`src/rtl/lpd_pkg.sv`:
```
// lpd_pkg: shared types and constants for the length-prefix deframer
// holds the result-kind codes, the flag byte limits and the result record
// no dependencies
`default_nettype none

package lpd_pkg;

   // flag byte codes
   localparam logic [7:0] FLAG_MAX_SHORT = 8'd125;
   localparam logic [7:0] FLAG_LEN16     = 8'd126;
   localparam logic [7:0] FLAG_LEN32     = 8'd127;

   // extended length byte counts
   localparam logic [2:0] LEN16_BYTES = 3'd2;
   localparam logic [2:0] LEN32_BYTES = 3'd4;

   // result kinds
   typedef enum logic [1:0] {
      KIND_PAYLOAD = 2'd0,
      KIND_EMPTY   = 2'd1,
      KIND_BADFLAG = 2'd2
   } kind_type;

   // one result item
   typedef struct packed {
      logic [7:0] out_byte;
      logic       last;
      kind_type   kind;
   } result_type;

endpackage

`default_nettype wire

```
`src/rtl/lpd_parser.sv`:
```
// lpd_parser: frame header parser and payload counter
// takes one byte per go pulse, updates the frame state, flags at most one result
// depends on lpd_pkg
`default_nettype none

module lpd_parser
   import lpd_pkg::*;
(
   input  wire logic       clock,
   input  wire logic       reset,
   input  wire logic       go,
   input  wire logic [7:0] in_byte,
   output logic            push,
   output result_type      result
);

   typedef enum logic [1:0] {
      PH_FLAG    = 2'd0,
      PH_LENGTH  = 2'd1,
      PH_PAYLOAD = 2'd2
   } phase_type;

   phase_type   phase_ff, phase_in;
   logic [2:0]  len_left_ff, len_left_in;
   logic [31:0] accum_ff, accum_in;
   logic [31:0] pay_left_ff, pay_left_in;

   // frame start candidate and helpers
   logic [31:0] start_len;
   logic        start_frame;
   logic [31:0] acc_shift;
   logic [2:0]  len_left_dec;
   logic [31:0] pay_left_dec;

   assign acc_shift    = {accum_ff[23:0], in_byte};
   assign len_left_dec = (len_left_ff != 3'd0) ? len_left_ff - 3'd1 : 3'd0;
   assign pay_left_dec = (pay_left_ff != 32'd0) ? pay_left_ff - 32'd1 : 32'd0;

   // next state and result for one byte
   always_comb begin
      phase_in    = phase_ff;
      len_left_in = len_left_ff;
      accum_in    = accum_ff;
      pay_left_in = pay_left_ff;
      push        = 1'b0;
      result      = '{out_byte: 8'd0, last: 1'b0, kind: KIND_PAYLOAD};
      start_frame = 1'b0;
      start_len   = 32'd0;

      unique case (phase_ff)
         PH_PAYLOAD: begin
            push            = 1'b1;
            result.out_byte = in_byte;
            result.last     = (pay_left_ff <= 32'd1);
            pay_left_in     = pay_left_dec;
            if (pay_left_dec == 32'd0) begin
               phase_in = PH_FLAG;
            end
         end
         PH_LENGTH: begin
            accum_in    = acc_shift;
            len_left_in = len_left_dec;
            if (len_left_dec == 3'd0) begin
               start_frame = 1'b1;
               start_len   = acc_shift;
            end
         end
         default: begin
            // waiting for a flag byte, unused code behaves the same
            phase_in = PH_FLAG;
            if (in_byte <= FLAG_MAX_SHORT) begin
               start_frame = 1'b1;
               start_len   = {24'd0, in_byte};
            end else if (in_byte == FLAG_LEN16 || in_byte == FLAG_LEN32) begin
               len_left_in = (in_byte == FLAG_LEN16) ? LEN16_BYTES : LEN32_BYTES;
               accum_in    = 32'd0;
               phase_in    = PH_LENGTH;
            end else begin
               push        = 1'b1;
               result.kind = KIND_BADFLAG;
            end
         end
      endcase

      // begin a frame: empty frames report at once
      if (start_frame) begin
         if (start_len == 32'd0) begin
            phase_in    = PH_FLAG;
            pay_left_in = 32'd0;
            push        = 1'b1;
            result.last = 1'b1;
            result.kind = KIND_EMPTY;
         end else begin
            pay_left_in = start_len;
            phase_in    = PH_PAYLOAD;
         end
      end

      if (!go) begin
         push = 1'b0;
      end
   end

   // frame state
   always_ff @(posedge clock) begin
      if (reset) begin
         phase_ff    <= PH_FLAG;
         len_left_ff <= 3'd0;
         accum_ff    <= 32'd0;
         pay_left_ff <= 32'd0;
      end else if (go) begin
         phase_ff    <= phase_in;
         len_left_ff <= len_left_in;
         accum_ff    <= accum_in;
         pay_left_ff <= pay_left_in;
      end
   end

   // payload phase always has bytes due
   assert property (@(posedge clock) disable iff (reset)
      phase_ff == PH_PAYLOAD |-> pay_left_ff != 32'd0)
      else $error("payload phase with no bytes due");

   // length phase always has length bytes due
   assert property (@(posedge clock) disable iff (reset)
      phase_ff == PH_LENGTH |-> len_left_ff != 3'd0)
      else $error("length phase with no length bytes due");

   // a last payload byte returns the parser to the flag phase
   assert property (@(posedge clock) disable iff (reset)
      push && result.kind == KIND_PAYLOAD && result.last |=> phase_ff == PH_FLAG)
      else $error("parser did not return to flag phase after last byte");

endmodule

`default_nettype wire

```
`src/rtl/lpd_out_fifo.sv`:
```
// lpd_out_fifo: two-entry result queue in front of the result channel
// keeps the parser running while the receiver stalls, until the queue is full
// depends on lpd_pkg
`default_nettype none

module lpd_out_fifo
   import lpd_pkg::*;
(
   input  wire logic       clock,
   input  wire logic       reset,
   input  wire logic       push,
   input  result_type      push_data,
   output logic            full,
   output logic            out_valid,
   input  wire logic       out_stall,
   output result_type      out_data
);

   result_type mem_ff [2];
   logic       wr_ptr_ff;
   logic       rd_ptr_ff;
   logic [1:0] count_ff, count_in;
   logic       pop;

   assign full      = (count_ff == 2'd2);
   assign out_valid = (count_ff != 2'd0);
   assign pop       = out_valid && !out_stall;
   assign out_data  = mem_ff[rd_ptr_ff];

   // occupancy after this cycle's transfers
   always_comb begin
      count_in = count_ff;
      case ({push, pop})
         2'b10:   count_in = count_ff + 2'd1;
         2'b01:   count_in = count_ff - 2'd1;
         default: count_in = count_ff;
      endcase
   end

   // storage write
   always_ff @(posedge clock) begin
      if (push) begin
         mem_ff[wr_ptr_ff] <= push_data;
      end
   end

   // pointers and count
   always_ff @(posedge clock) begin
      if (reset) begin
         wr_ptr_ff <= 1'b0;
         rd_ptr_ff <= 1'b0;
         count_ff  <= 2'd0;
      end else begin
         if (push) begin
            wr_ptr_ff <= ~wr_ptr_ff;
         end
         if (pop) begin
            rd_ptr_ff <= ~rd_ptr_ff;
         end
         count_ff <= count_in;
      end
   end

   // never written while full
   assert property (@(posedge clock) disable iff (reset)
      push |-> !full)
      else $error("result queue overflow");

   // count agrees with pointer distance
   assert property (@(posedge clock) disable iff (reset)
      count_ff[0] == (wr_ptr_ff ^ rd_ptr_ff))
      else $error("result queue count and pointers disagree");

   // a stalled result stays valid and unchanged
   assert property (@(posedge clock) disable iff (reset)
      out_valid && out_stall |=> out_valid && out_data == $past(out_data))
      else $error("stalled result changed");

endmodule

`default_nettype wire

```
`src/rtl/length_prefix_deframer_top.sv`:
```
// length_prefix_deframer_top: byte-stream deframer for length-prefixed frames
// instantiates lpd_parser and lpd_out_fifo, depends on lpd_pkg
//
// Usage
//   The req_ channel carries one stream byte per transfer. A flag byte of
//   0..125 is the frame length, 126 is followed by a 16-bit big-endian length,
//   127 by a 32-bit big-endian length. Payload bytes come out on the rsp_
//   channel one per transfer, kind payload, with rsp_last on the final byte.
//   A zero-length frame gives one empty-frame transfer with rsp_last set, and
//   a flag byte of 128..255 gives one bad-flag transfer and is dropped.
//   Header bytes of a nonzero frame give no transfer.
//   Path: a byte is registered at the input, parsed from that register once
//   the queue has room, and written to a two-entry result queue, from which
//   its result is presented on the rsp_ channel.
//   Throughput: one byte per cycle while req_stall is low.
//   Stall: when the receiver stalls, results collect in the queue; once it
//   is full and a byte is waiting in the input register, req_stall rises.
//   req_stall comes from registers only.
//   Reset clears the input valid bit, the queue and the parser, which then
//   waits for a flag byte.
`default_nettype none

module length_prefix_deframer_top
   import lpd_pkg::*;
(
   input  wire logic       clock,
   input  wire logic       reset,
   input  wire logic       req_valid,
   output logic            req_stall,
   input  wire logic [7:0] req_in_byte,
   output logic            rsp_valid,
   input  wire logic       rsp_stall,
   output logic [7:0]      rsp_out_byte,
   output logic            rsp_last,
   output logic [1:0]      rsp_kind
);

   logic       in_valid_ff;
   logic [7:0] in_byte_ff;
   logic       go;
   logic       push;
   logic       full;
   result_type result;
   result_type out_data;

   // the parser runs when a byte is held and the queue has room
   assign go        = in_valid_ff && !full;
   assign req_stall = in_valid_ff && full;

   // input register
   always_ff @(posedge clock) begin
      if (reset) begin
         in_valid_ff <= 1'b0;
      end else if (!req_stall) begin
         in_valid_ff <= req_valid;
      end
   end

   always_ff @(posedge clock) begin
      if (req_valid && !req_stall) begin
         in_byte_ff <= req_in_byte;
      end
   end

   lpd_parser u_parser (
      .clock   (clock),
      .reset   (reset),
      .go      (go),
      .in_byte (in_byte_ff),
      .push    (push),
      .result  (result)
   );

   lpd_out_fifo u_out_fifo (
      .clock     (clock),
      .reset     (reset),
      .push      (push),
      .push_data (result),
      .full      (full),
      .out_valid (rsp_valid),
      .out_stall (rsp_stall),
      .out_data  (out_data)
   );

   // result fields
   assign rsp_out_byte = out_data.out_byte;
   assign rsp_last     = out_data.last;
   assign rsp_kind     = out_data.kind;

   // stall only with a byte waiting
   assert property (@(posedge clock) disable iff (reset)
      req_stall |-> in_valid_ff)
      else $error("input stalled with no byte waiting");

   // a stalled byte stays in the input register
   assert property (@(posedge clock) disable iff (reset)
      req_stall |=> in_valid_ff && in_byte_ff == $past(in_byte_ff))
      else $error("held byte lost during stall");

   // no transfer on a result before the queue can have one
   assert property (@(posedge clock) disable iff (reset)
      $fell(reset) |-> !rsp_valid)
      else $error("result valid right after reset");

endmodule

`default_nettype wire
```
`config.mk`:
```
export PLATFORM = sky130hd
export DESIGN_NAME = length_prefix_deframer_top
export DESIGN_NICKNAME = d
export VERILOG_FILES = /design/src/rtl/lpd_pkg.sv /design/src/rtl/lpd_parser.sv /design/src/rtl/lpd_out_fifo.sv /design/src/rtl/length_prefix_deframer_top.sv
export SDC_FILE = /design/constraint.sdc
export NUM_CORES = 1
export LEC_CHECK = 0
export BUFFER_PORTS_ARGS = -buffer_cell sky130_fd_sc_hd__clkbuf_2
export CELL_PAD_IN_SITES_DETAIL_PLACEMENT = 1
export CELL_PAD_IN_SITES_GLOBAL_PLACEMENT = 2
export CORE_ASPECT_RATIO = 0.9
export CORE_UTILIZATION = 39
export DETAILED_ROUTE_END_ITERATION = 12
export PLACE_DENSITY = 0.77
export SLEW_MARGIN = 40
export SYNTH_ARGS = -nofsm -noshare
export SYNTH_HDL_FRONTEND = slang
export SYNTH_SLANG_ARGS = --single-unit
```
`constraint.sdc`:
```
create_clock -name clock -period 3.7 [get_ports clock]
set_clock_uncertainty 0.1 [all_clocks]
set_input_delay 0.37 -clock clock [delete_from_list [all_inputs] [get_ports clock]]
set_output_delay 0.37 -clock clock [all_outputs]
set_load 0.05 [all_outputs]
```
## Yosys cells after proc, flatten, opt, wreduce, memory -nomap -nowiden

Memories as Yosys holds them, arrays and structs flattened. A register that Yosys moved wholly into a read port is not among the register bits.
Cells that the tools add are included.
Widths: inputs -> output; s select.

| word-level totals | value |
|---|---|
| bits in registers | 74 |
| RAM bits | 22 |
| output and inout bits | 13 |
| memories kept | 1 |

Memories:

| name | words | bits a word | rd ports | clocked after Yosys merged registers in | write ports | line | RTL |
|---|---|---|---|---|---|---|---|
| u_out_fifo.mem_ff | 2 | 11 | 1 | 1 | 1 | lpd_out_fifo.sv:19 | `result_type mem_ff [2];` |

| cells by class | value |
|---|---|
| add/subtract/negate cells | 4 |
| magnitude comparators | 2 |
| eq/ne operators | 10 |
| muxes and demuxes | 41 |
| bitwise logic cells | 3 |
| reductions and logical operators | 21 |

Operators by type and width:

| kind | number |
|---|---|
| $mux 32 | 5 |
| $logic_not 32->1 | 2 |
| $pmux 32 s2 | 1 |
| $mux 24 | 2 |
| $pmux 24 s2 | 1 |
| $le 32x1->1 const B | 1 |
| $reduce_bool 32->1 | 1 |
| $sub 32x1->32 const B | 1 |
| $mux 3 | 6 |
| $eq 8x7->1 const B | 2 |
| $mux 2 | 7 |
| $mux 1 | 12 |
| $mux 9 | 1 |
| $le 8x7->1 const B | 1 |
| $mux 8 | 1 |
| $pmux 2 s2 | 2 |
| $reduce_bool 2->1 | 4 |
| $eq 2x2->1 const B | 3 |
| $pmux 3 s2 | 1 |
| $eq 2x1->1 const B | 2 |
| $logic_and 1x1->1 | 4 |
| $pmux 1 s2 | 2 |
| $reduce_and 4->1 | 1 |
| $logic_not 1->1 | 3 |
| other kinds (13) | 15 |

## Longest topological paths before layout

Gate-level depths: netlist (run 1).

| depth | value |
|---|---|
| word-level depth | 11 |
| depth in mapped cells | 12 |
| gate-level depth less buffers | 12 |

## Cells and area by module

Synthesis (run 1) repeated with hierarchy kept, for this count alone.

| second synthesis, totals | value |
|---|---|
| cell total of the unflattened synthesis | 564 |
| area, all modules | 5149.9 um2 |

By module, submodules not included:

| module | times used | cells an instance | area each (um2) |
|---|---|---|---|
| lpd_parser | 1 | 491 | 3847.4 |
| lpd_out_fifo | 1 | 59 | 1007.2 |
| length_prefix_deframer_top | 1 | 14 | 295.3 |

## Worst setup path before layout (run 1)

Ideal clock, no wire load.

| path | value |
|---|---|
| kind | reg2reg |
| from | reg u_parser.len_left_ff[0] |
| to | mem u_out_fifo.mem_ff[0][0] (netlist name), enable pin |
| arrival time | 2.429 ns |
| setup slack | 0.793 ns |
| cell stages (with the launch flop) | 10 |
| period minus slack after synthesis | 2.907 ns |
| path through | dfxtp_1 nor2_1 inv_1 ha_1 nand2b_1 o31ai_1 o211ai_1 a31oi_1 inv_1 nor2_1 |

| on the way | value |
|---|---|
| longest elaborated chain between the ends | 11 |
| elaborated cells between the ends (all ways) | 14 |

Ends and longest elaborated chain:

| what | line | RTL |
|---|---|---|
| start: declaration | lpd_parser.sv:24 | `logic [2:0] len_left_ff, len_left_in;` |
| start signal: assignment | lpd_parser.sv:113 | `len_left_ff <= len_left_in;` |
| $sub 3x1->3 / $reduce_bool 3->1 (equally long branches) | lpd_parser.sv:36 | `assign len_left_dec = (len_left_ff != 3'd0) ? len_left_ff - 3'd1 : 3'd0;` |
| $mux 3 (*) | lpd_parser.sv:36 |  |
| $logic_not 3->1 (*) | lpd_parser.sv:63 | `if (len_left_dec == 3'd0) begin` |
| $mux 32 | lpd_parser.sv:63 |  |
| $pmux 32 s2 | lpd_parser.sv:50 | `unique case (phase_ff)` |
| $logic_not 32->1 | lpd_parser.sv:87 | `if (start_len == 32'd0) begin` |
| $mux 1 | lpd_parser.sv:87 |  |
| $mux 1 (*) | lpd_parser.sv:86 | `if (start_frame) begin` |
| $mux 1 (*) | lpd_parser.sv:99 | `if (!go) begin` |
| $mux 1 (*) | lpd_out_fifo.sv:42 | `if (push) begin` |
| $mux 1 (not written as such) (*) | lpd_out_fifo.sv:43 | `mem_ff[wr_ptr_ff] <= push_data;` |
| end: declaration | lpd_out_fifo.sv:19 |  |

Mark *: on every way between the ends. The rest lies on a longest branch, timed or not.

## Worst setup path after layout (run 1)

| path | value |
|---|---|
| from | reg u_parser.pay_left_ff[0] |
| to | reg u_parser.phase_ff[0] |

| on the way | value |
|---|---|
| longest elaborated chain between the ends | 5 |
| elaborated cells between the ends (all ways) | 6 |

Ends and longest elaborated chain:

| what | line | RTL |
|---|---|---|
| start: declaration | lpd_parser.sv:26 | `logic [31:0] pay_left_ff, pay_left_in;` |
| start signal: assignment | lpd_parser.sv:115 | `pay_left_ff <= pay_left_in;` |
| $sub 32x1->32 / $reduce_bool 32->1 (equally long branches) | lpd_parser.sv:37 | `assign pay_left_dec = (pay_left_ff != 32'd0) ? pay_left_ff - 32'd1 : 32'd0;` |
| $mux 32 (*) | lpd_parser.sv:37 |  |
| $logic_not 32->1 (*) | lpd_parser.sv:56 | `if (pay_left_dec == 32'd0) begin` |
| $ne 3x1->1 (no line) (*) | n/a |  |
| $reduce_and 3->1 (no line) (*) | n/a |  |
| end signal: assignment | lpd_parser.sv:112 | `phase_ff <= phase_in;` |
| end: declaration | lpd_parser.sv:23 | `phase_type phase_ff, phase_in;` |

Marks and branches as above.
A chain may end at the register's enable or synchronous reset.

==> summary.txt, run 1 <==
Clock tree
  • Postcts setup bufs: 0
  • Clock root buffer: clkbuf_16
  • Clock Sinks: 97
  • # resized after CTS: 0
  • Clock Pin Slew Worst Setup and Hold Paths: 70 ps
  • Worst-Skew Late Latency: about 350 ps
  • H-tree depth: 3
  • Cts hold-fix bufs: 0
  • TritonCTS clock tree: built
  • CTS Buf Count: 9
  • Clock buffer depth: 2

GRT
  • Initial antenna violation count: 0
  • Met3 Track Usage GR: roughly 4.0%
  • Total gr overflow: 0
  • Global-route wire length before repair: 24.8 mm
  • Vias in the first global route: 4371
  • Pin count of the biggest net entering global routing: 43
  • Tot GR Track Use: 25.0%
  • Met1 usage: 35.9%
  • GR Util met2: 38.6%
  • GRT busiest layer: met2

Worst setup path
  • Slowest stage cell, crit path: or3b_2
  • Slowest Stage Delay on Critical Path: 660 ps
  • Crit path cell chain: inv_1 -> ha_1 -> or3b_2 -> o31a_2 -> nor4_1 -> nand4_1 -> or4_4 -> mux2i_1 -> a31oi_1
  • Worst Setup Path Type: reg2reg
  • Worst Path Required: 3810 ps
  • FF-to-FF End: u_parser.phase_ff[0]$_SDFFE_PP0P_
  • Worst Path Arrival: 3440 ps
  • Reg2Reg Launch Point: u_parser.pay_left_ff[0]$_SDFFE_PP0P_
  • Startpoint Class: register
  • R2r worst-path depth: 9
  • Worst R2R Setup Slack: 370 ps
  • CP endpoint kind: register
  • CP Max Fanout: 13

Timing
  • Final setup viols: 0
  • RSZ-0062 raised after global routing: false
  • Hold slack: 91.7 ps
  • Worst Tran Pin Value: 648 ps
  • Fmax: 300 MHz
  • Minimum clock period after layout: 3330 ps
  • Final hold vios: 0
  • Final Cycle Share: 90.0%
  • Slew Limit Headroom: roughly 57%
  • Final Slew Violations: 0
  • Setup TNS: 0 ps
  • Final worst slack: around 370 ps

Pwr
  • P_sw: 1.29 mW
  • Pwr Total: approximately 3.5 mW
  • Internal power: 2.21 mW
  • Logic gate share of total power: between 30% and 40%
  • Power Dens Cells: just over 600 mW/mm^2
  • Share of power burned in registers: between 30% and 40%
  • Leak pwr: 2.02 nW
  • VDD IR-drop max: 335 uV
  • Switching share of total power: 36.9%
  • Clock share of power: 29.6%

Placed design
  • Placed cell count: 722
  • Setup WS pre-CTS: 134 ps
  • Input/output buffers: 24
  • Placer Congestion: 0.819
  • Detailed placement HPWL: 11.1 mm

Route
  • Drt total wl: 15.7 mm
  • Antenna-violating nets left: 0
  • Via density: ~6
  • Iter 0 DRT Violations: 329
  • Routed via count: 4398
  • Residual DRC count: 0
  • Drt pass-1 iters: 5
  • Routed len/inst: between 20 and 25 um

Logic synthesis
  • Synth unique cells: 67
  • Syn Inst Count: 554
  • Post-synthesis sequential area ratio: 44.5%
  • Syn Nets: 573
  • Synth warn: 0
  • Main synth FF type: dfxtp_1
  • Ys async rst share: 0%
  • Number of enable flip-flop cells after synthesis: 30
  • Cell area after synthesis: 0.00504 sq mm
  • Flop and latch count out of synthesis: slightly below 100
  • Mapped Avg Cell Area: 9.09 sq um

Worst hold path
  • Hold path depth: 1
  • Worst Hold Path EP: in_byte_ff[2]$_DFFE_PP_
  • Hold Path Class: in2reg
  • Worst Hold Launch: req_in_byte[2]

Layout
  • Fraction of layout cells with a size suffix above 1: 15.9%
  • Final non-filler cell total: 738
  • Area grow syn2layout: 12.6%
  • Fin nets: 588
  • Ant. Diodes: 0
  • Fillcell total: around 1500

Floorplan
  • Starting Density: 39.9%
  • Row count: 39
  • Die ar.: 0.0134 sq mm
  • Core ar.: 0.0126 sq mm
  • IO Pins: 25
  • Die W: 122 um
  • Die Y: 110 um

Run
  • Max cap viols: 0

Status
  • Outcome: finished clean
sequential cells by signal, summed over array words and instances, names as in the netlist, named ones only:
register and flops:
in_byte_ff 8, u_out_fifo.rd_ptr_ff 1, u_out_fifo.count_ff 2, u_parser.len_left_ff 3, u_out_fifo.wr_ptr_ff 1, u_out_fifo.mem_ff 22, u_parser.pay_left_ff 32, u_parser.phase_ff 2
in_valid_ff 1, u_parser.accum_ff 24
layout make-up:
| class | instances | area (sq um) | area share [%] |
|---|---|---|---|
| Sequential cell | 97 | 2240 | 39.5 |
| Tap cell | 164 | 205 | 3.62 |
| Timing Repair Buffer | 42 | 262 | 4.61 |
| Inverter | 19 | 71.3 | 1.26 |
| Multi-Input combinational cell | 400 | 2560 | 45.2 |
| Clock inverter | 6 | 88.8 | 1.57 |
| Clock buffer | 10 | 239 | 4.21 |
through the flow:
step	util (%)	instance area, sq um
2_1_floorplan	-	5040
3_3_place_gp	42.1	5320
3_5_place_dp	42.2	5340
4_1_cts	44.8	5660
5_1_grt	44.9	5670
6_report	44.9	5670
placed cells by master (no fill, tap or decap), drive strengths merged, types with 6 or more instances in the layout:
cell type	netlist	routed
dfxtp	67	67
nand2	29	29
a21oi	21	21
nor2	79	79
buf	10	18
or4	8	8
clkbuf	28	34
o21ai	27	27
nand4	12	12
inv	19	20
nor3	22	22
a31oi	6	6
a22oi	35	35
nand2b	7	7
nand3	6	6
or3	6	6
edfxtp	30	30
xnor2	7	7
a221oi	11	11
and2	12	12
mux2	12	12
a211oi	7	7
ha	7	7
o31ai	9	9
nor4	22	22
worst max-delay path by stage:
stage,slack (ps),start,to
4_1_cts,130,u_parser.len_left_ff[0]$_SDFFE_PP0P_,u_out_fifo.count_ff[1]$_SDFFE_PP0P_
3_5_place_dp,130,u_parser.len_left_ff[0]$_SDFFE_PP0P_,u_out_fifo.count_ff[1]$_SDFFE_PP0P_
2_1_floorplan,790,u_parser.len_left_ff[0]$_SDFFE_PP0P_,u_out_fifo.mem_ff[0][0]$_DFFE_PP_
5_1_grt,140,u_parser.len_left_ff[0]$_SDFFE_PP0P_,u_out_fifo.count_ff[1]$_SDFFE_PP0P_
6_report,370,u_parser.pay_left_ff[0]$_SDFFE_PP0P_,u_parser.phase_ff[0]$_SDFFE_PP0P_
3_3_place_gp,350,u_parser.len_left_ff[0]$_SDFFE_PP0P_,u_out_fifo.count_ff[1]$_SDFFE_PP0P_
power by group through the flow:
stage / sequential, mW / combinational [mW] / clock (mW)
after floorplan: 1.23 / 0.915 / 0
after global placement: 1.28 / 1.17 / 0
after detailed placement: 1.28 / 1.19 / 0
after CTS: 1.26 / 1.20 / 1.06
after global routing: 1.27 / 1.32 / 1.09
final: 1.26 / 1.21 / 1.04
cells by family (layout without fill, tap and decap cells):
kind of cell / count (synthesis) / in the layout / synth area share (%)
simple gates: 223 / 223 / 23.1
mux: 13 / 13 / 2.88
compound gates: 146 / 146 / 20.5
buf+inv: 57 / 77 / 5.32
flops: 97 / 97 / 44.5
fa+ha+maj: 7 / 7 / 1.74
xor+xnor: 11 / 11 / 1.91
per-layer routing:
metal / wire length (um) / share of wire [%]
met5: 0 / 0
met4: 192 / 1.2
met3: 558 / 3.6
met2: 6880 / 44
met1: 8050 / 51
synthesized netlist by cell type (2+ instances only):
| cell type | instances | area share (%) |
|---|---|---|
| nor2_1 | 78 | 5.8 |
| dfxtp_1 | 67 | 27 |
| a22oi_1 | 35 | 5.2 |
| edfxtp_1 | 30 | 18 |
| nand2_1 | 29 | 2.2 |
| clkbuf_1 | 27 | 2.0 |
| nor3_1 | 22 | 2.2 |
| o21ai_0 | 22 | 2.2 |
| a21oi_1 | 21 | 2.1 |
| nor4_1 | 20 | 2.5 |
| inv_1 | 19 | 1.4 |
| and2_1 | 12 | 1.5 |
| mux2_2 | 12 | 2.7 |
| nand4_1 | 12 | 1.5 |
| a221oi_1 | 11 | 1.9 |
| o31ai_1 | 8 | 1.2 |
| a211oi_1 | 7 | 1.0 |
| ha_1 | 7 | 1.7 |
| nand2b_1 | 7 | 0.87 |
| xnor2_1 | 7 | 1.2 |
| a31oi_1 | 6 | 0.75 |
| nand3_1 | 6 | 0.60 |
| a32o_1 | 5 | 0.99 |
| buf_6 | 5 | 1.1 |
| or3_1 | 5 | 0.62 |
| or4_1 | 5 | 0.75 |
| a22o_1 | 4 | 0.70 |
| and4_1 | 4 | 0.70 |
| o21ai_1 | 4 | 0.40 |
| xor2_1 | 4 | 0.70 |
| a21o_1 | 3 | 0.45 |
| nor2b_1 | 3 | 0.37 |
| or2_2 | 3 | 0.37 |
| or4_4 | 3 | 0.67 |
| a21boi_0 | 2 | 0.30 |
| a32oi_1 | 2 | 0.35 |
| buf_1 | 2 | 0.15 |
| buf_2 | 2 | 0.20 |
| nand3b_1 | 2 | 0.30 |
| nor3b_1 | 2 | 0.30 |
| o21a_1 | 2 | 0.30 |
| o41ai_1 | 2 | 0.35 |
worst max-delay path, delay by kind of cell (launching register included):
kind            cells  cell delay (ps)
compound gates      2              450
fa+ha+maj           1              270
buf+inv             1              110
flops               1              390
mux                 1              160
simple gates        4             1700
Note: power is estimated with default switching activity, not from simulation.
==> inputs of run 2 (changes only) <==
--- a/config.mk
+++ b/config.mk
@@ -5,13 +5,15 @@
 export SDC_FILE = /design/constraint.sdc
 export NUM_CORES = 1
 export LEC_CHECK = 0
-export BUFFER_PORTS_ARGS = -buffer_cell sky130_fd_sc_hd__clkbuf_2
+export CAP_MARGIN = 20
 export CELL_PAD_IN_SITES_DETAIL_PLACEMENT = 1
 export CELL_PAD_IN_SITES_GLOBAL_PLACEMENT = 2
 export CORE_ASPECT_RATIO = 0.9
-export CORE_UTILIZATION = 39
+export CORE_UTILIZATION = 40
+export CTS_CLUSTER_DIAMETER = 80
 export DETAILED_ROUTE_END_ITERATION = 12
-export PLACE_DENSITY = 0.77
+export DONT_BUFFER_PORTS = 1
+export PLACE_DENSITY = 0.76
 export SLEW_MARGIN = 40
 export SYNTH_ARGS = -nofsm -noshare
 export SYNTH_HDL_FRONTEND = slang
==> summary.txt, run 2 (synthesis gave the netlist of run 1 again) <==
Status
  • Outcome: finished clean

Layout
  • Fillcell total: around 1400
  • Fraction of layout cells with a size suffix above 1: 11.7%
  • Area grow syn2layout: 10.6%
  • Commonest non-fill, non-tap cell in the layout: nor2_1
  • Largest register FFs: 32
  • Most frequent cells in the layout: nor2_1, dfxtp_1, a22oi_1, edfxtp_1, nand2_1
  • Final non-filler cell total: slightly above 700
  • Top flop regs: u_parser.pay_left_ff: 32 flops, u_parser.accum_ff: 24 flops, u_out_fifo.mem_ff: 22 flops
  • Ant. Diodes: 0
  • Biggest register: u_parser.pay_left_ff
  • Area occupied by multi-input gates: about 0.0026 sq mm
  • Register Area: 0.00224 sq mm
  • Fin nets: 570

Pwr
  • VDD IR-drop max: 347 uV
  • Leak pwr: between 1.5 and 2 nW
  • Power Dens Cells: roughly 600 mW/mm^2
  • Clock share of power: 27.1%
  • Internal power: 2.04 mW
  • Share of power burned in registers: 37.6%
  • Switching share of total power: 38.9%
  • P_sw: ~1.3 mW
  • Pwr Total: 3.34 mW
  • Logic gate share of total power: 35.3%

Placed design
  • Placed cell count: 691
  • Setup WS pre-CTS: 466 ps
  • Detailed placement HPWL: about 11 mm
  • Input/output buffers: 0
  • Placer Congestion: 0.810

GRT
  • Global-route wire length before repair: 25.1 mm
  • Tot GR Track Use: 25.8%
  • Initial antenna violation count: 0
  • Vias in the first global route: 4328
  • Total gr overflow: 0
  • Pin count of the biggest net entering global routing: 68

Timing
  • Slew Limit Headroom: between 40% and 50%
  • Final Cycle Share: around nine tenths
  • Setup TNS: 0 ps
  • Final worst slack: 423 ps
  • Worst Tran Pin Value: 799 ps
  • Minimum clock period after layout: 3280 ps
  • Final Slew Violations: 0
  • RSZ-0062 raised after global routing: false
  • Final hold vios: 0
  • Fmax: 305 MHz
  • Final setup viols: 0
  • Hold slack: 36.1 ps

Clock tree
  • H-tree depth: 3
  • Clock Pin Slew Worst Setup and Hold Paths: 70 ps
  • Clock buffer depth: 2
  • Clock root buffer: clkbuf_16
  • Clock Sinks: 97
  • # resized after CTS: 0
  • Worst-Skew Late Latency: 360 ps
  • TritonCTS clock tree: built
  • CTS Buf Count: 9

Floorplan
  • IO Pins: 25
  • Die Y: 108 um
  • Die W: 120 um
  • Core ar.: between 0.01 and 0.015 sq mm
  • Starting Density: 41.4%
  • Row count: 38
  • Die ar.: 0.0130 sq mm

Worst setup path
  • CP Max Fanout: 13
  • R2r worst-path depth: 9
  • Worst Path Arrival: 3410 ps
  • CP endpoint kind: register
  • Worst Path Required: 3840 ps
  • Slowest Stage Delay on Critical Path: 660 ps
  • Worst Setup Path Type: reg2reg
  • Slowest stage cell, crit path: or3b_2
  • Startpoint Class: register
  • Crit path cell chain: inv_1 -> ha_1 -> or3b_2 -> o31a_2 -> nor4_1 -> nand4_1 -> or4_4 -> mux2i_1 -> a31oi_1

Route
  • Iter 0 DRT Violations: 319
  • Drt pass-1 iters: 5
  • Antenna-violating nets left: 0
  • Via density: 6.14
  • Residual DRC count: 0
  • Routed via count: 4393
  • Drt total wl: 15.9 mm
  • Routed len/inst: 22.2 um

Run
  • Max cap viols: 0

Worst hold path
  • Hold Path Class: in2reg
  • Hold path depth: 2
## run 2: cell count changes in the layout (fill, tap and decap cells not counted), sizes merged
cell / previous run / this run
dlygate4sd3: 0 / 8
bufinv: 2 / 0
clkbuf: 34 / 10
buf: 18 / 16
inv: 20 / 22
## run 2: power by group through the flow
| stage | Sequential, mW | Clock [mW] | Combinational, mW |
|---|---|---|---|
| finish | 1.25 | 0.906 | 1.18 |
| global route | 1.26 | 0.964 | 1.28 |
| CTS | 1.25 | 0.928 | 1.17 |
| detailed placement | 1.28 | 0 | 1.14 |
| global placement | 1.27 | 0 | 1.12 |
| floorplan | 1.23 | 0 | 0.915 |
## run 2: path summary, 6_finish.rpt
check	startpoint	end	slack [ps]
hold / removal	req_valid	in_valid_ff$_SDFFE_PP0N_	40
setup / recovery	u_parser.pay_left_ff[0]$_SDFFE_PP0P_	u_parser.phase_ff[0]$_SDFFE_PP0P_	420
setup reg to reg	u_parser.pay_left_ff[0]$_SDFFE_PP0P_	u_parser.phase_ff[0]$_SDFFE_PP0P_	420
hold reg to reg	u_parser.pay_left_ff[26]$_SDFFE_PP0P_	u_parser.pay_left_ff[26]$_SDFFE_PP0P_	400
## run 2: what timing repair did
item	in CTS	in global routing
hold endpoints to repair	75	0
hold buffers	9	0
buffers inserted	0	0
## run 2: layer usage
layer / GRT usage [%] / up-vias / share of wire [%]
met1: 37.9 / 2217 / 51
li1: - / 2071 / -
met3: 4.91 / 12 / 4.4
met4: 7.14 / 0 / 1.1
met5: 0 / - / 0
met2: 38.4 / 93 / 44
## run 2: cell type report
cell class              count  area share (%)
clock buffers              10            4.11
clock inverters             6           0.898
inverters                  19            1.28
multi-input cells         400            45.9
flip-flops and latches     97            40.3
well taps                 160            3.59
repair buffers             24            3.95
## run 2: worst max-delay path: cells and delay by family (launching register included)
family	cells	cell delay [ps]
adders and majority gates	1	300
and+or+nand+nor	4	1660
AOI/OAI and AO/OA	2	440
muxes	1	160
buffers and inverters	1	100
DFF	1	380
## run 2: stage by stage
stage          util (%)  area (sq um)
6_report           45.8          5570
5_1_grt            45.8          5570
4_1_cts            45.8          5570
3_5_place_dp       42.6          5180
3_3_place_gp       42.5          5170
2_1_floorplan         -          5040
==> inputs of run 3 (changes only) <==
--- a/config.mk
+++ b/config.mk
@@ -6,14 +6,12 @@
 export NUM_CORES = 1
 export LEC_CHECK = 0
 export CAP_MARGIN = 20
-export CELL_PAD_IN_SITES_DETAIL_PLACEMENT = 1
-export CELL_PAD_IN_SITES_GLOBAL_PLACEMENT = 2
 export CORE_ASPECT_RATIO = 0.9
-export CORE_UTILIZATION = 40
+export CORE_UTILIZATION = 64
 export CTS_CLUSTER_DIAMETER = 80
 export DETAILED_ROUTE_END_ITERATION = 12
 export DONT_BUFFER_PORTS = 1
-export PLACE_DENSITY = 0.76
+export PLACE_DENSITY = 0.77
 export SLEW_MARGIN = 40
 export SYNTH_ARGS = -nofsm -noshare
 export SYNTH_HDL_FRONTEND = slang
==> summary.txt, run 3 (synthesis gave the netlist of run 1 again) <==
Route
  • Iter 0 DRT Violations: 497
  • Routed via count: 4460
  • Drt pass-1 iters: 7
  • Residual DRC count: 0
  • Antenna-violating nets left: 0
  • Drt total wl: ~13 mm
  • Via density: 6.86
  • Routed len/inst: 20.4 um

Placed design
  • Detailed placement HPWL: 8.94 mm
  • Setup WS pre-CTS: approximately 660 ps
  • Placed cell count: 625
  • Placer Congestion: roughly 0.96
  • Input/output buffers: 0
  • Placed inst area: 0.00508 sq mm

Layout
  • Fraction of layout cells with a size suffix above 1: 10.8%
  • Ant. Diodes: 0
  • Commonest non-fill, non-tap cell in the layout: nor2_1
  • Finished Core Util: a little under three quarters
  • Fillcell total: 631
  • Most frequent cells in the layout: nor2_1, dfxtp_1, a22oi_1, edfxtp_1, nand2_1
  • Biggest register: u_parser.pay_left_ff
  • Final non-filler cell total: 650
  • Fin nets: about 570
  • Final Instance Area: 0.00538 sq mm
  • Top flop regs: u_parser.pay_left_ff: 32 flops, u_parser.accum_ff: 24 flops, u_out_fifo.mem_ff: 22 flops
  • Area grow syn2layout: 6.86%
  • Largest register FFs: 32

Pwr
  • Internal power: 1.89 mW
  • P_sw: 1.20 mW
  • VDD IR-drop max: between 300 and 400 uV
  • Share of power burned in registers: just over 40%
  • Leak pwr: 1.89 nW
  • Clock share of power: 22.7%
  • Switching share of total power: 38.9%
  • Power Dens Cells: 574 mW/mm^2
  • Logic gate share of total power: approximately 37%
  • Pwr Total: 3.09 mW

Worst setup path
  • Slowest stage cell, crit path: o211ai_1
  • Worst Path Arrival: 3290 ps
  • Crit path capture: u_out_fifo.count_ff[1]$_SDFFE_PP0P_
  • Slowest Stage Delay on Critical Path: roughly 410 ps
  • CP Max Fanout: 8
  • Worst Path Required: 3910 ps
  • Crit. Startpoint: u_parser.phase_ff[1]$_SDFFE_PP0P_
  • Worst Setup Path Type: reg2reg
  • Startpoint Class: register
  • Crit path cell chain: inv_1 -> ha_1 -> nand2b_1 -> or3_1 -> o211ai_1 -> a31oi_1 -> inv_1 -> ha_1 -> or3_1 -> a21oi_1
  • Reg2Reg Launch Point: u_parser.phase_ff[1]$_SDFFE_PP0P_
  • CP endpoint kind: register
  • R2r worst-path depth: 10
  • FF-to-FF End: u_out_fifo.count_ff[1]$_SDFFE_PP0P_
  • Worst R2R Setup Slack: 610 ps

Clock tree
  • # resized after CTS: 0
  • TritonCTS clock tree: built
  • Clock Sinks: 97
  • Clock root buffer: clkbuf_8
  • H-tree depth: 3
  • CTS Buf Count: 9
  • Worst-Skew Late Latency: 370 ps
  • Postcts setup bufs: 0
  • Clock buffer depth: 2
  • Cts hold-fix bufs: 9
  • Clock Pin Slew Worst Setup and Hold Paths: 100 ps

Worst hold path
  • Hold Path Class: in2reg

Timing
  • Minimum clock period after layout: 3090 ps
  • Setup TNS: 0 ps
  • Final Slew Violations: 0
  • Final Cycle Share: 83.4%
  • Worst Tran Pin Value: around 780 ps
  • Final hold vios: 0
  • Final worst slack: 614 ps
  • Final setup viols: 0
  • Slew Limit Headroom: between 40% and 50%
  • Fmax: 324 MHz
  • RSZ-0062 raised after global routing: false
  • Hold slack: 13.2 ps

Floorplan
  • Core ar.: 0.00758 sq mm
  • Die W: around 96 um
  • Die ar.: 0.00823 sq mm
  • Starting Density: 66.4%
  • Die Y: 86.2 um
  • Row count: 30
  • IO Pins: 25

Run
  • Max cap viols: 0

GRT
  • Vias in the first global route: 4115
  • Initial antenna violation count: 0
  • Total gr overflow: 0
  • Global-route wire length before repair: 20.9 mm
  • Pin count of the biggest net entering global routing: a little under 70
  • Tot GR Track Use: 33.6%

Status
  • Outcome: finished clean
==> run 3: how the worst min path moves through the flow <==
stage,from,endpoint,cells past startpoint,slack [ps]
4_1_cts,req_valid,in_valid_ff$_SDFFE_PP0N_,2,7
6_report,req_valid,in_valid_ff$_SDFFE_PP0N_,2,10
3_5_place_dp,reset,u_out_fifo.count_ff[1]$_SDFFE_PP0P_,1,350
2_1_floorplan,u_parser.pay_left_ff[26]$_SDFFE_PP0P_,u_parser.pay_left_ff[26]$_SDFFE_PP0P_,2,370
3_3_place_gp,reset,u_parser.len_left_ff[0]$_SDFFE_PP0P_,1,350
5_1_grt,req_valid,in_valid_ff$_SDFFE_PP0N_,2,50
==> run 3: critical path: cells and delay by family (launching register included) <==
family                     cells  cell delay (ps)
buffers and inverters          2              190
adders and majority gates      2              650
DFF                            1              370
and+or+nand+nor                3              960
AOI/OAI and AO/OA              3              760
==> run 3: area by class of cell <==
| type | count | area [sq um] | area share [%] |
|---|---|---|---|
| clock inverters | 6 | 66.3 | 1.23 |
| flip-flops and latches | 97 | 2240 | 41.7 |
| clock buffers | 10 | 128 | 2.37 |
| inverters | 19 | 71.3 | 1.32 |
| well taps | 96 | 120 | 2.23 |
| repair buffers | 22 | 205 | 3.81 |
| multi-input cells | 400 | 2550 | 47.4 |
==> run 3: power by group through the flow <==
| stage | clock [mW] | combinational [mW] | sequential [mW] |
|---|---|---|---|
| after floorplan | 0 | 0.915 | 1.23 |
| after global placement | 0 | 1.06 | 1.27 |
| after detailed placement | 0 | 1.08 | 1.27 |
| after CTS | 0.710 | 1.11 | 1.25 |
| after global routing | 0.740 | 1.22 | 1.26 |
| final | 0.701 | 1.13 | 1.25 |
==> run 3: layer usage <==
layer / vias up / global-route usage (%) / wire, um
met2: 250 / 50.8 / 5960
met5: - / 0 / 0
met1: 2109 / 46.9 / 5670
met3: 31 / 8.78 / 1380
li1: 2070 / - / -
met4: 0 / 10.6 / 238
